==> config.mk <==
export PLATFORM = sky130hd
export DESIGN_NAME = sensor_record_to_ascii_decimal
export DESIGN_NICKNAME = d
export VERILOG_FILES = /design/src/hw/rtl/srad_pkg.sv /design/src/hw/rtl/sensor_record_to_ascii_decimal.sv /design/src/hw/rtl/srad_digit_pipe.sv
export SDC_FILE = /design/constraint.sdc
export NUM_CORES = 2
export LEC_CHECK = 0
export ABC_AREA = 1
export BUFFER_PORTS_ARGS = -buffer_cell sky130_fd_sc_hd__buf_2
export CAP_MARGIN = 10
export CORE_ASPECT_RATIO = 0.6
export CORE_MARGIN = 2
export CORE_UTILIZATION = 65
export DETAILED_ROUTE_END_ITERATION = 10
export HOLD_SLACK_MARGIN = 0.15
export PLACE_DENSITY = 0.82
export SYNTH_ARGS = -nofsm -noshare
export SYNTH_HDL_FRONTEND = slang
export SYNTH_SLANG_ARGS = --single-unit
==> constraint.sdc <==
create_clock -name clk -period 14.2 [get_ports clk]
set_input_delay 1.42 -clock clk [delete_from_list [all_inputs] [get_ports clk]]
set_output_delay 1.42 -clock clk [all_outputs]
set_load 0.03 [all_outputs]
==> src/hw/rtl/srad_pkg.sv <==
// Shared types, constants and helpers for the sensor record ASCII serializer.
// Depends on nothing.
package srad_pkg;
	localparam int NumValues = 6;
	localparam int ValueWidth = 16;
	localparam int MagWidth = 16;
	localparam int DigitCount = 5;
	localparam logic [7:0] ChD = 8'h44;
	localparam logic [7:0] ChS = 8'h53;
	localparam logic [7:0] ChSpace = 8'h20;
	localparam logic [7:0] ChNewline = 8'h0a;
	localparam logic [7:0] ChMinus = 8'h2d;
	localparam logic [7:0] ChZero = 8'h30;

	typedef logic [3:0] digit_t;
	typedef digit_t [DigitCount-1:0] digits_t;

	// Per value: sign, digits (index 4 most significant), count of digits.
	typedef struct packed {
		logic neg;
		digits_t dig;
		logic [2:0] nd;
	} dec_t;

	typedef enum logic [2:0] {
		PH_LEAD,
		PH_SPACE,
		PH_MINUS,
		PH_DIGIT,
		PH_NEWLINE
	} phase_t;

	// Quotient by ten of a value below 65536, by reciprocal multiply.
	function automatic logic [MagWidth-1:0] div10(input logic [MagWidth-1:0] v);
		logic [MagWidth+19:0] p;
		begin
			p = {20'd0, v} * 36'd52429;
			div10 = p[MagWidth+18:19];
		end
	endfunction
endpackage

==> src/hw/rtl/sensor_record_to_ascii_decimal.sv <==
// Top level of the sensor record ASCII decimal serializer.
// Depends on srad_pkg and srad_digit_pipe.
// Throughput: one output beat per cycle while out_ready is high; a record is
// 14 to 44 bytes long, set by the byte serializer. The digit pipeline fills
// behind it, so records follow one another with no gap.
// Reset: arst_n clears all valid bits and the serializer state.
module sensor_record_to_ascii_decimal (
	input  logic clk,
	input  logic arst_n,
	input  logic in_valid,
	output logic in_ready,
	input  logic record_kind,
	input  logic signed [15:0] value_one,
	input  logic signed [15:0] value_two,
	input  logic signed [15:0] value_three,
	input  logic signed [15:0] value_four,
	input  logic signed [15:0] value_five,
	input  logic signed [15:0] value_six,
	output logic out_valid,
	input  logic out_ready,
	output logic [7:0] ascii_char,
	output logic last_char
);
	import srad_pkg::*;

	logic [NumValues-1:0][ValueWidth-1:0] vals;
	logic cv_valid;
	logic cv_ready;
	logic cv_kind;
	dec_t [NumValues-1:0] cv_dec;

	assign vals = {value_six, value_five, value_four, value_three, value_two,
		value_one};

	// The converter yields sign and digit count for every value in parallel.
	srad_digit_pipe u_pipe (
		.clk(clk), .arst_n(arst_n),
		.in_valid(in_valid), .in_ready(in_ready),
		.in_kind(record_kind), .in_vals(vals),
		.out_valid(cv_valid), .out_ready(cv_ready),
		.out_kind(cv_kind), .out_dec(cv_dec)
	);

	// The serializer walks the converted record one byte per beat. It holds
	// the phase, the value index and the digit position.
	phase_t ph_q, ph_d;
	logic [2:0] vi_q, vi_d;
	logic [2:0] di_q, di_d;
	dec_t cur;
	logic fire;
	logic [7:0] ch;

	assign cur = cv_dec[vi_q];
	assign fire = cv_valid && out_ready;
	assign out_valid = cv_valid;
	assign ascii_char = ch;
	assign last_char = (ph_q == PH_NEWLINE);
	assign cv_ready = out_ready && (ph_q == PH_NEWLINE);

	always_comb begin
		ph_d = ph_q;
		vi_d = vi_q;
		di_d = di_q;
		ch = ChNewline;
		unique case (ph_q)
			PH_LEAD: begin
				ch = cv_kind ? ChS : ChD;
				ph_d = PH_SPACE;
				vi_d = '0;
			end
			PH_SPACE: begin
				ch = ChSpace;
				ph_d = cur.neg ? PH_MINUS : PH_DIGIT;
				di_d = cur.nd - 3'd1;
			end
			PH_MINUS: begin
				ch = ChMinus;
				ph_d = PH_DIGIT;
			end
			PH_DIGIT: begin
				ch = ChZero + {4'd0, cur.dig[di_q]};
				if (di_q == 3'd0) begin
					if (vi_q == 3'(NumValues - 1)) begin
						ph_d = PH_NEWLINE;
					end else begin
						vi_d = vi_q + 3'd1;
						ph_d = PH_SPACE;
					end
				end else begin
					di_d = di_q - 3'd1;
				end
			end
			PH_NEWLINE: begin
				ch = ChNewline;
				ph_d = PH_LEAD;
			end
			default: ph_d = PH_LEAD;
		endcase
	end

	always_ff @(posedge clk or negedge arst_n) begin
		if (!arst_n) begin
			ph_q <= PH_LEAD;
			vi_q <= '0;
			di_q <= '0;
		end else if (fire) begin
			ph_q <= ph_d;
			vi_q <= vi_d;
			di_q <= di_d;
		end
	end

	a_last_only_newline: assert property (@(posedge clk) disable iff (!arst_n)
		out_valid && last_char |-> ascii_char == ChNewline)
		else $error("last beat is not a newline");
	a_lead_after_last: assert property (@(posedge clk) disable iff (!arst_n)
		out_valid && out_ready && last_char |=> ph_q == PH_LEAD)
		else $error("record did not restart with its lead byte");
	a_index_range: assert property (@(posedge clk) disable iff (!arst_n)
		vi_q < 3'(NumValues) && di_q < 3'(DigitCount))
		else $error("serializer index out of range");
endmodule

==> src/hw/rtl/srad_digit_pipe.sv <==
// Pipelined binary to decimal converter for the six record values.
// Depends on srad_pkg; a magnitude stage, then five stages that peel one digit each.
module srad_digit_pipe (
	input  logic clk,
	input  logic arst_n,
	input  logic in_valid,
	output logic in_ready,
	input  logic in_kind,
	input  logic [srad_pkg::NumValues-1:0][srad_pkg::ValueWidth-1:0] in_vals,
	output logic out_valid,
	input  logic out_ready,
	output logic out_kind,
	output srad_pkg::dec_t [srad_pkg::NumValues-1:0] out_dec
);
	import srad_pkg::*;

	localparam int Stages = DigitCount + 1;

	logic [Stages-1:0] vld_s;
	logic [Stages-1:0] kind_s;
	logic [Stages-1:0][NumValues-1:0][MagWidth-1:0] mag_s;
	dec_t [Stages-1:0][NumValues-1:0] dec_s;
	logic [Stages-1:0] adv;

	// A stage advances when it is empty or its content moves on.
	always_comb begin
		adv[Stages-1] = !vld_s[Stages-1] || out_ready;
		for (int i = Stages - 2; i >= 0; i--) begin
			adv[i] = !vld_s[i] || adv[i+1];
		end
	end
	assign in_ready = adv[0];
	assign out_valid = vld_s[Stages-1];
	assign out_kind = kind_s[Stages-1];
	assign out_dec = dec_s[Stages-1];

	always_ff @(posedge clk or negedge arst_n) begin
		if (!arst_n) begin
			vld_s <= '0;
		end else begin
			if (adv[0]) vld_s[0] <= in_valid;
			for (int i = 1; i < Stages; i++) begin
				if (adv[i]) vld_s[i] <= vld_s[i-1];
			end
		end
	end

	// Stage zero takes the magnitude; later stages each produce one digit.
	always_ff @(posedge clk) begin
		if (adv[0]) begin
			kind_s[0] <= in_kind;
			for (int v = 0; v < NumValues; v++) begin
				dec_t d0;
				d0 = '0;
				d0.neg = in_vals[v][ValueWidth-1];
				dec_s[0][v] <= d0;
				mag_s[0][v] <= in_vals[v][ValueWidth-1] ? (~in_vals[v] + 16'd1) : in_vals[v];
			end
		end
		for (int i = 1; i < Stages; i++) begin
			if (adv[i]) begin
				kind_s[i] <= kind_s[i-1];
				for (int v = 0; v < NumValues; v++) begin
					logic [MagWidth-1:0] q;
					logic [MagWidth-1:0] r;
					dec_t dn;
					q = div10(mag_s[i-1][v]);
					r = mag_s[i-1][v] - ((q << 3) + (q << 1));
					dn = dec_s[i-1][v];
					dn.dig[i-1] = r[3:0];
					if (mag_s[i-1][v] != '0 || i == 1) dn.nd = 3'(i);
					mag_s[i][v] <= q;
					dec_s[i][v] <= dn;
				end
			end
		end
	end

	a_digits_nonzero: assert property (@(posedge clk) disable iff (!arst_n)
		out_valid |-> out_dec[0].nd != 3'd0)
		else $error("value with no digits");
	a_out_hold: assert property (@(posedge clk) disable iff (!arst_n)
		out_valid && !out_ready |=> out_valid && $stable(out_dec))
		else $error("converted record changed under stall");
	a_top_digit: assert property (@(posedge clk) disable iff (!arst_n)
		out_valid && out_dec[0].nd > 3'd1 |-> out_dec[0].dig[out_dec[0].nd - 3'd1] != 4'd0)
		else $error("leading zero digit");
endmodule

* After elaboration in Yosys (flattened, before gate mapping) *
Index checks and enable logic that the tools add are counted.

operators by class
  equality and inequality tests = 8
  muxes and demuxes = 21
  $lt $le $gt $ge = 2
  shift operators = 0
  multiply operators = 30
  bitwise gates (word level) = 6
  divide/modulo/power cells = 0
  add/sub/neg operators = 70
  reductions and logical operators = 45

operators by type and width
  operator                                             count
  nonzero test 16 bit                                  24
  multiplier 16 x 16 -> 32 bit, second input constant  6
  multiplier 13 x 16 -> 29 bit, second input constant  6
  multiplier 10 x 16 -> 26 bit, second input constant  6
  multiplier 7 x 16 -> 23 bit, second input constant   6
  adder 4 bit                                          30
  multiplier 4 x 16 -> 20 bit, second input constant   6
  subtractor 4 bit                                     30
  adder 16 x 1 -> 16 bit, second input constant        6
  inverter 16 bit                                      6
  two-way mux 15 bit                                   6
  binary-select mux 24 bit (select 3 bit)              1
  one-hot mux 7 bit (4 select lines)                   1
  two-way mux 24 bit                                   1
  two-way mux 3 bit                                    5
  binary-select mux 4 bit (select 3 bit)               1
  one-hot mux 3 bit (2 select lines)                   2
  one-hot mux 3 bit (4 select lines)                   1
  < comparator 3 x 4 -> 1 bit, second input constant   2
  adder 6 x 4 -> 7 bit, first input constant           1
  equality test 3 x 2 -> 1 bit, second input constant  2
  equality test 3 bit, second input constant           2
  zero test 1 bit                                      6
  zero test 3 bit                                      2
  13 further kinds                                     23

word-level totals
  word-level logic and storage cells = 383
  ROM bits = 0
  memory bits (writable) = 0
  register bits = 777
  bits in latches = 0
  memories kept = 0
  output and inout bits = 11

* Longest topological paths before layout *
  depth in word-level cells = 8
  gate-level depth with buffers = 29
  gate-level depth less buffers = 29

* Hierarchy *
Synthesis repeated with hierarchy kept, for this count alone.

unflattened totals
  cell total of the unflattened synthesis = 11265
  area total of the unflattened synthesis = 104851.8 um^2

by module, submodules not included
  module                          instances  cells each  area an instance (um^2)
  srad_digit_pipe                 1          10803       102574.6
  sensor_record_to_ascii_decimal  1          462         2277.2

* Worst setup path before layout *
No wires, ideal clock.

  path kind = input port to output port
  from = input port out_ready
  to = output port in_ready
  stages on the path = 10
  path buffers = 0
  arrival = 10.375 ns
  required time = 12.780 ns
  path slack = 2.405 ns
  cells stage by stage = nand2_1 > nand2_2 > nor2_2 > inv_2 > nor2_2 > inv_2 > nor2_2 > inv_2 > nor2_4 > nand2_1

on the way
  cells in the longest elaborated chain, start to end = 7

RTL lines
  what                           RTL line                              text
  from (decl)                    sensor_record_to_ascii_decimal.sv:20  input logic out_ready,
  logical AND 1 bit              sensor_record_to_ascii_decimal.sv:58  assign cv_ready = out_ready && (ph_q == PH_NEWLINE);
  logical OR 1 bit               srad_digit_pipe.sv:27                 adv[Stages-1] = !vld_s[Stages-1] || out_ready;
  via u_pipe.adv[5]              srad_digit_pipe.sv:23                 logic [Stages-1:0] adv;
  logical OR 1 bit               srad_digit_pipe.sv:29                 adv[i] = !vld_s[i] || adv[i+1];
  via u_pipe.adv[4]              srad_digit_pipe.sv:23
  logical OR 1 bit               srad_digit_pipe.sv:29
  via u_pipe.adv[3]              srad_digit_pipe.sv:23
  logical OR 1 bit               srad_digit_pipe.sv:29
  via u_pipe.adv[2]              srad_digit_pipe.sv:23
  logical OR 1 bit (2 in a row)  srad_digit_pipe.sv:29
  to (decl)                      sensor_record_to_ascii_decimal.sv:11  output logic in_ready,

The timed path passes the listed nets, and every way through them passes these cells.

* Worst setup path after layout *
  from = register ph_q[1]
  to = output port in_ready

on the way
  cells in the longest elaborated chain, start to end = 8

RTL lines
  what                           RTL line                               text
  from (decl)                    sensor_record_to_ascii_decimal.sv:46   phase_t ph_q, ph_d;
  from (signal assigned)         sensor_record_to_ascii_decimal.sv:107  ph_q <= ph_d;
  equality test 3 bit            sensor_record_to_ascii_decimal.sv:58
  logical AND 1 bit              sensor_record_to_ascii_decimal.sv:58
  logical OR 1 bit               srad_digit_pipe.sv:27
  via u_pipe.adv[5]              srad_digit_pipe.sv:23
  logical OR 1 bit               srad_digit_pipe.sv:29
  via u_pipe.adv[4]              srad_digit_pipe.sv:23
  logical OR 1 bit               srad_digit_pipe.sv:29
  via u_pipe.adv[3]              srad_digit_pipe.sv:23
  logical OR 1 bit               srad_digit_pipe.sv:29
  via u_pipe.adv[2]              srad_digit_pipe.sv:23
  logical OR 1 bit (2 in a row)  srad_digit_pipe.sv:29

The timed path passes the listed nets, and every way through them passes these cells.

==> metrics <==
DRC viols 0; Hold Path Stages 0; drt total wl 247,600 microns; grt ovf 0; RSZ-0062 raised after global routing false; CORE AREA 157,800 sq um; drt pass-1 iters 7; H-tree levels 3; 1st-iter DRT viols 6,906; hold-fix buffers at CTS 0; Buffers on Ports 110; Final min period 6.675 ns; Ys Warns 0; Root Buffer clkbuf_16; layout cell share with drive strength beyond 1 0.03727; Skew-Pair Late Insertion Delay 0.72 ns; starting density of the core 0.6525; antenna viol nets, final 0; gpl congestion 0.9985; hold path start u_pipe.dec_s[344]$_DFFE_PP_; register area share after synthesis 0.2259; Clock transition at path regs 0.07 ns; CP arrival 5.26 ns; chip width 517.8 microns; Post-synth EDFFs 762; Crit Path Class reg -> out; cts repair resizes 0; worst path cell trace nor2_1 -> inv_1 -> nor2_2 -> nand2_1 -> nand2_8 -> nor2_2 -> inv_6 -> nor2_2 -> inv_6 -> nor2_2 -> inv_6 -> nor2_4 -> nand2_4 -> buf_4 -> buf_2; Vias/cell 5.631; worst path required time 12.78 ns; final slew viol count 0; FILL cells between 10,000 and 15,000; largest net degree at the start of global routing 93; Slowest-stage cell, CP inv_6; CP delay by family, top buffers and inverters; max cap viols 0; Crit Path Max Fanout between 90 and 100; DIE AREA about 160,000 sq um; Synth Instances between 10,000 and 15,000; reg2reg path depth 24; Die H 312.3 microns; most numerous cell on the critical path nor2_2; Num CTS Buffers 83; Critical Path End Type output pin; Area Overhead vs Synth 5.942%; status completed; mapped cell area 102,900 sq um; Max Clock Skew 0.02641 ns; CP Launch Type flip-flop; CTS max path bufs 3; Final nets around 14,000; count of state elements after synthesis 777; first-pass GRT wire length 396,300 microns; max incr delay on CP 0.58 ns; Hold Vio Cnt, Final 0; initial antenna violation count 11; fmax 149.8 MHz; gr usage total 0.3071; Reg2Reg Launch Point u_pipe.mag_s[84]$_DFFE_PP_; Critical R2R Capture u_pipe.dec_s[270]$_DFFE_PP_; most frequent cells in the layout inv_1, ha_1, nand2_1; Post-CTS Setup Inserts 0; IO Pins 112; CTS tree yes; DP HPWL 212,100 microns; Row Count 113; FF-to-FF setup slack 8.02 ns; setup_tns 0 ns; Synth cell types slightly below 70; slew margin rel. 0.1248; min-delay worst type reg -> reg; Post-Syn Nets 14,255; WL per Instance 18.62 microns; top_reg_cell synth edfxtp_1; vias in the first global route 75,904; period utilisation layout 0.4701; Min-Delay Endpoint u_pipe.dec_s[488]$_DFFE_PP_; worst slew pin tran 1.301 ns; most common cell after layout, fill and taps aside inv_1; Mapped Avg Cell Area 9.430 sq um; Buf/Inv on CP 6; clk sinks 777; asr flop ratio synth 0.01931; Final setup viols 0; via count 74,863
state kept, by name, indices dropped and copies added (netlist names):
register        cells
vi_q                3
u_pipe.out_dec    144
u_pipe.dec_s      312
di_q                3
u_pipe.vld_s        6
ph_q                3
u_pipe.kind_s       6
u_pipe.mag_s      300
logic make-up (layout without fill, tap and decap cells):
kind of cell	Yosys count	count (layout)	synth area share
XOR/XNOR	380	380	0.03254
adder cells (fa/ha/maj)	3237	3237	0.4669
AO/OA/AOI/OAI	1126	1126	0.06201
AND/OR/NAND/NOR	2640	2640	0.1117
other	1	6	0.00003643
buffers and inverters	2756	3002	0.1009
flip-flops	777	777	0.2259
synthesized netlist by cell type, drive strengths merged (98+ instances only):
library cell	instances	area, sq um
inv	2721	10210
ha	2229	27890
nand2	1348	5172
fa	1008	20180
edfxtp	762	22880
nor2	577	2220
a21oi	504	2537
o21ai	335	1684
nand3	321	1624
xor2	254	2232
xnor2	125	1095
nand4	117	732.0
nor3	98	515.5
worst max path at each step:
stage / start / end / slack (ns) / cells past startpoint
5_1_grt: ph_q[1]$_DFFE_PN0P_ / in_ready / 7.22 / 15
4_1_cts: ph_q[1]$_DFFE_PN0P_ / in_ready / 7.45 / 15
2_1_floorplan: out_ready / in_ready / 2.40 / 10
3_3_place_gp: out_ready / in_ready / 7.69 / 13
6_report: ph_q[1]$_DFFE_PN0P_ / in_ready / 7.52 / 15
3_5_place_dp: out_ready / in_ready / 7.52 / 13
layout make-up:
class	instances	area, sq um	area share
multi-input combinational	7384	69330	0.6357
sequential	777	23260	0.2133
inverter	2723	10240	0.09389
tap	2127	2661	0.02440
clock buffer	97	2211	0.02027
clock inverter	58	706.9	0.006482
timing repair buffer	124	645.6	0.005920
antenna	5	12.51	0.0001147
metrics by stage:
stage               hold WS [ns]  area, sq um  worst slack (ns)  instances  utilization
floorplan                 0.4003       102900             2.405      10917            -
global placement          0.4022       106100             7.687      13131       0.6725
detailed placement        0.4045       106100             7.518      13131       0.6725
CTS                       0.3995       109000             7.453      13286       0.6910
global route              0.4137       109100             7.218      13294       0.6912
finish                    0.4041       109100             7.525      13295       0.6912
metal layers:
layer / wire [microns] / share of wire / GRT usage / vias to the layer above
met3: 25920 / 0.10 / 0.09221 / 319
met2: 100100 / 0.40 / 0.4385 / 2954
met5: 49 / 0.00020 / 0 / -
met1: 116700 / 0.47 / 0.4620 / 35953
li1: - / - / - / 35629
met4: 4786 / 0.019 / 0.06152 / 8
worst register-to-register path, stage by stage (launching register included):
cell and delay [ns]:
edfxtp_1 0.54, ha_1 0.46, fa_1 0.53, inv_1 0.06, fa_1 0.51, fa_1 0.54, inv_1 0.05, fa_1 0.54
inv_1 0.06, fa_1 0.53, inv_1 0.04, ha_1 0.38, nand2_1 0.17, nor4_1 0.36, nand2_1 0.11, nand2_1 0.12
xnor2_1 0.13, inv_1 0.07, ha_1 0.31, nand2_1 0.10, nand3_1 0.08, nand2_1 0.08, nand2_1 0.05, nand2_1 0.06
nand2_1 0.05
Power is left out: the tool's default activity adds up to more than one toggle a clock period on the data nets, which glitch-free logic cannot reach.
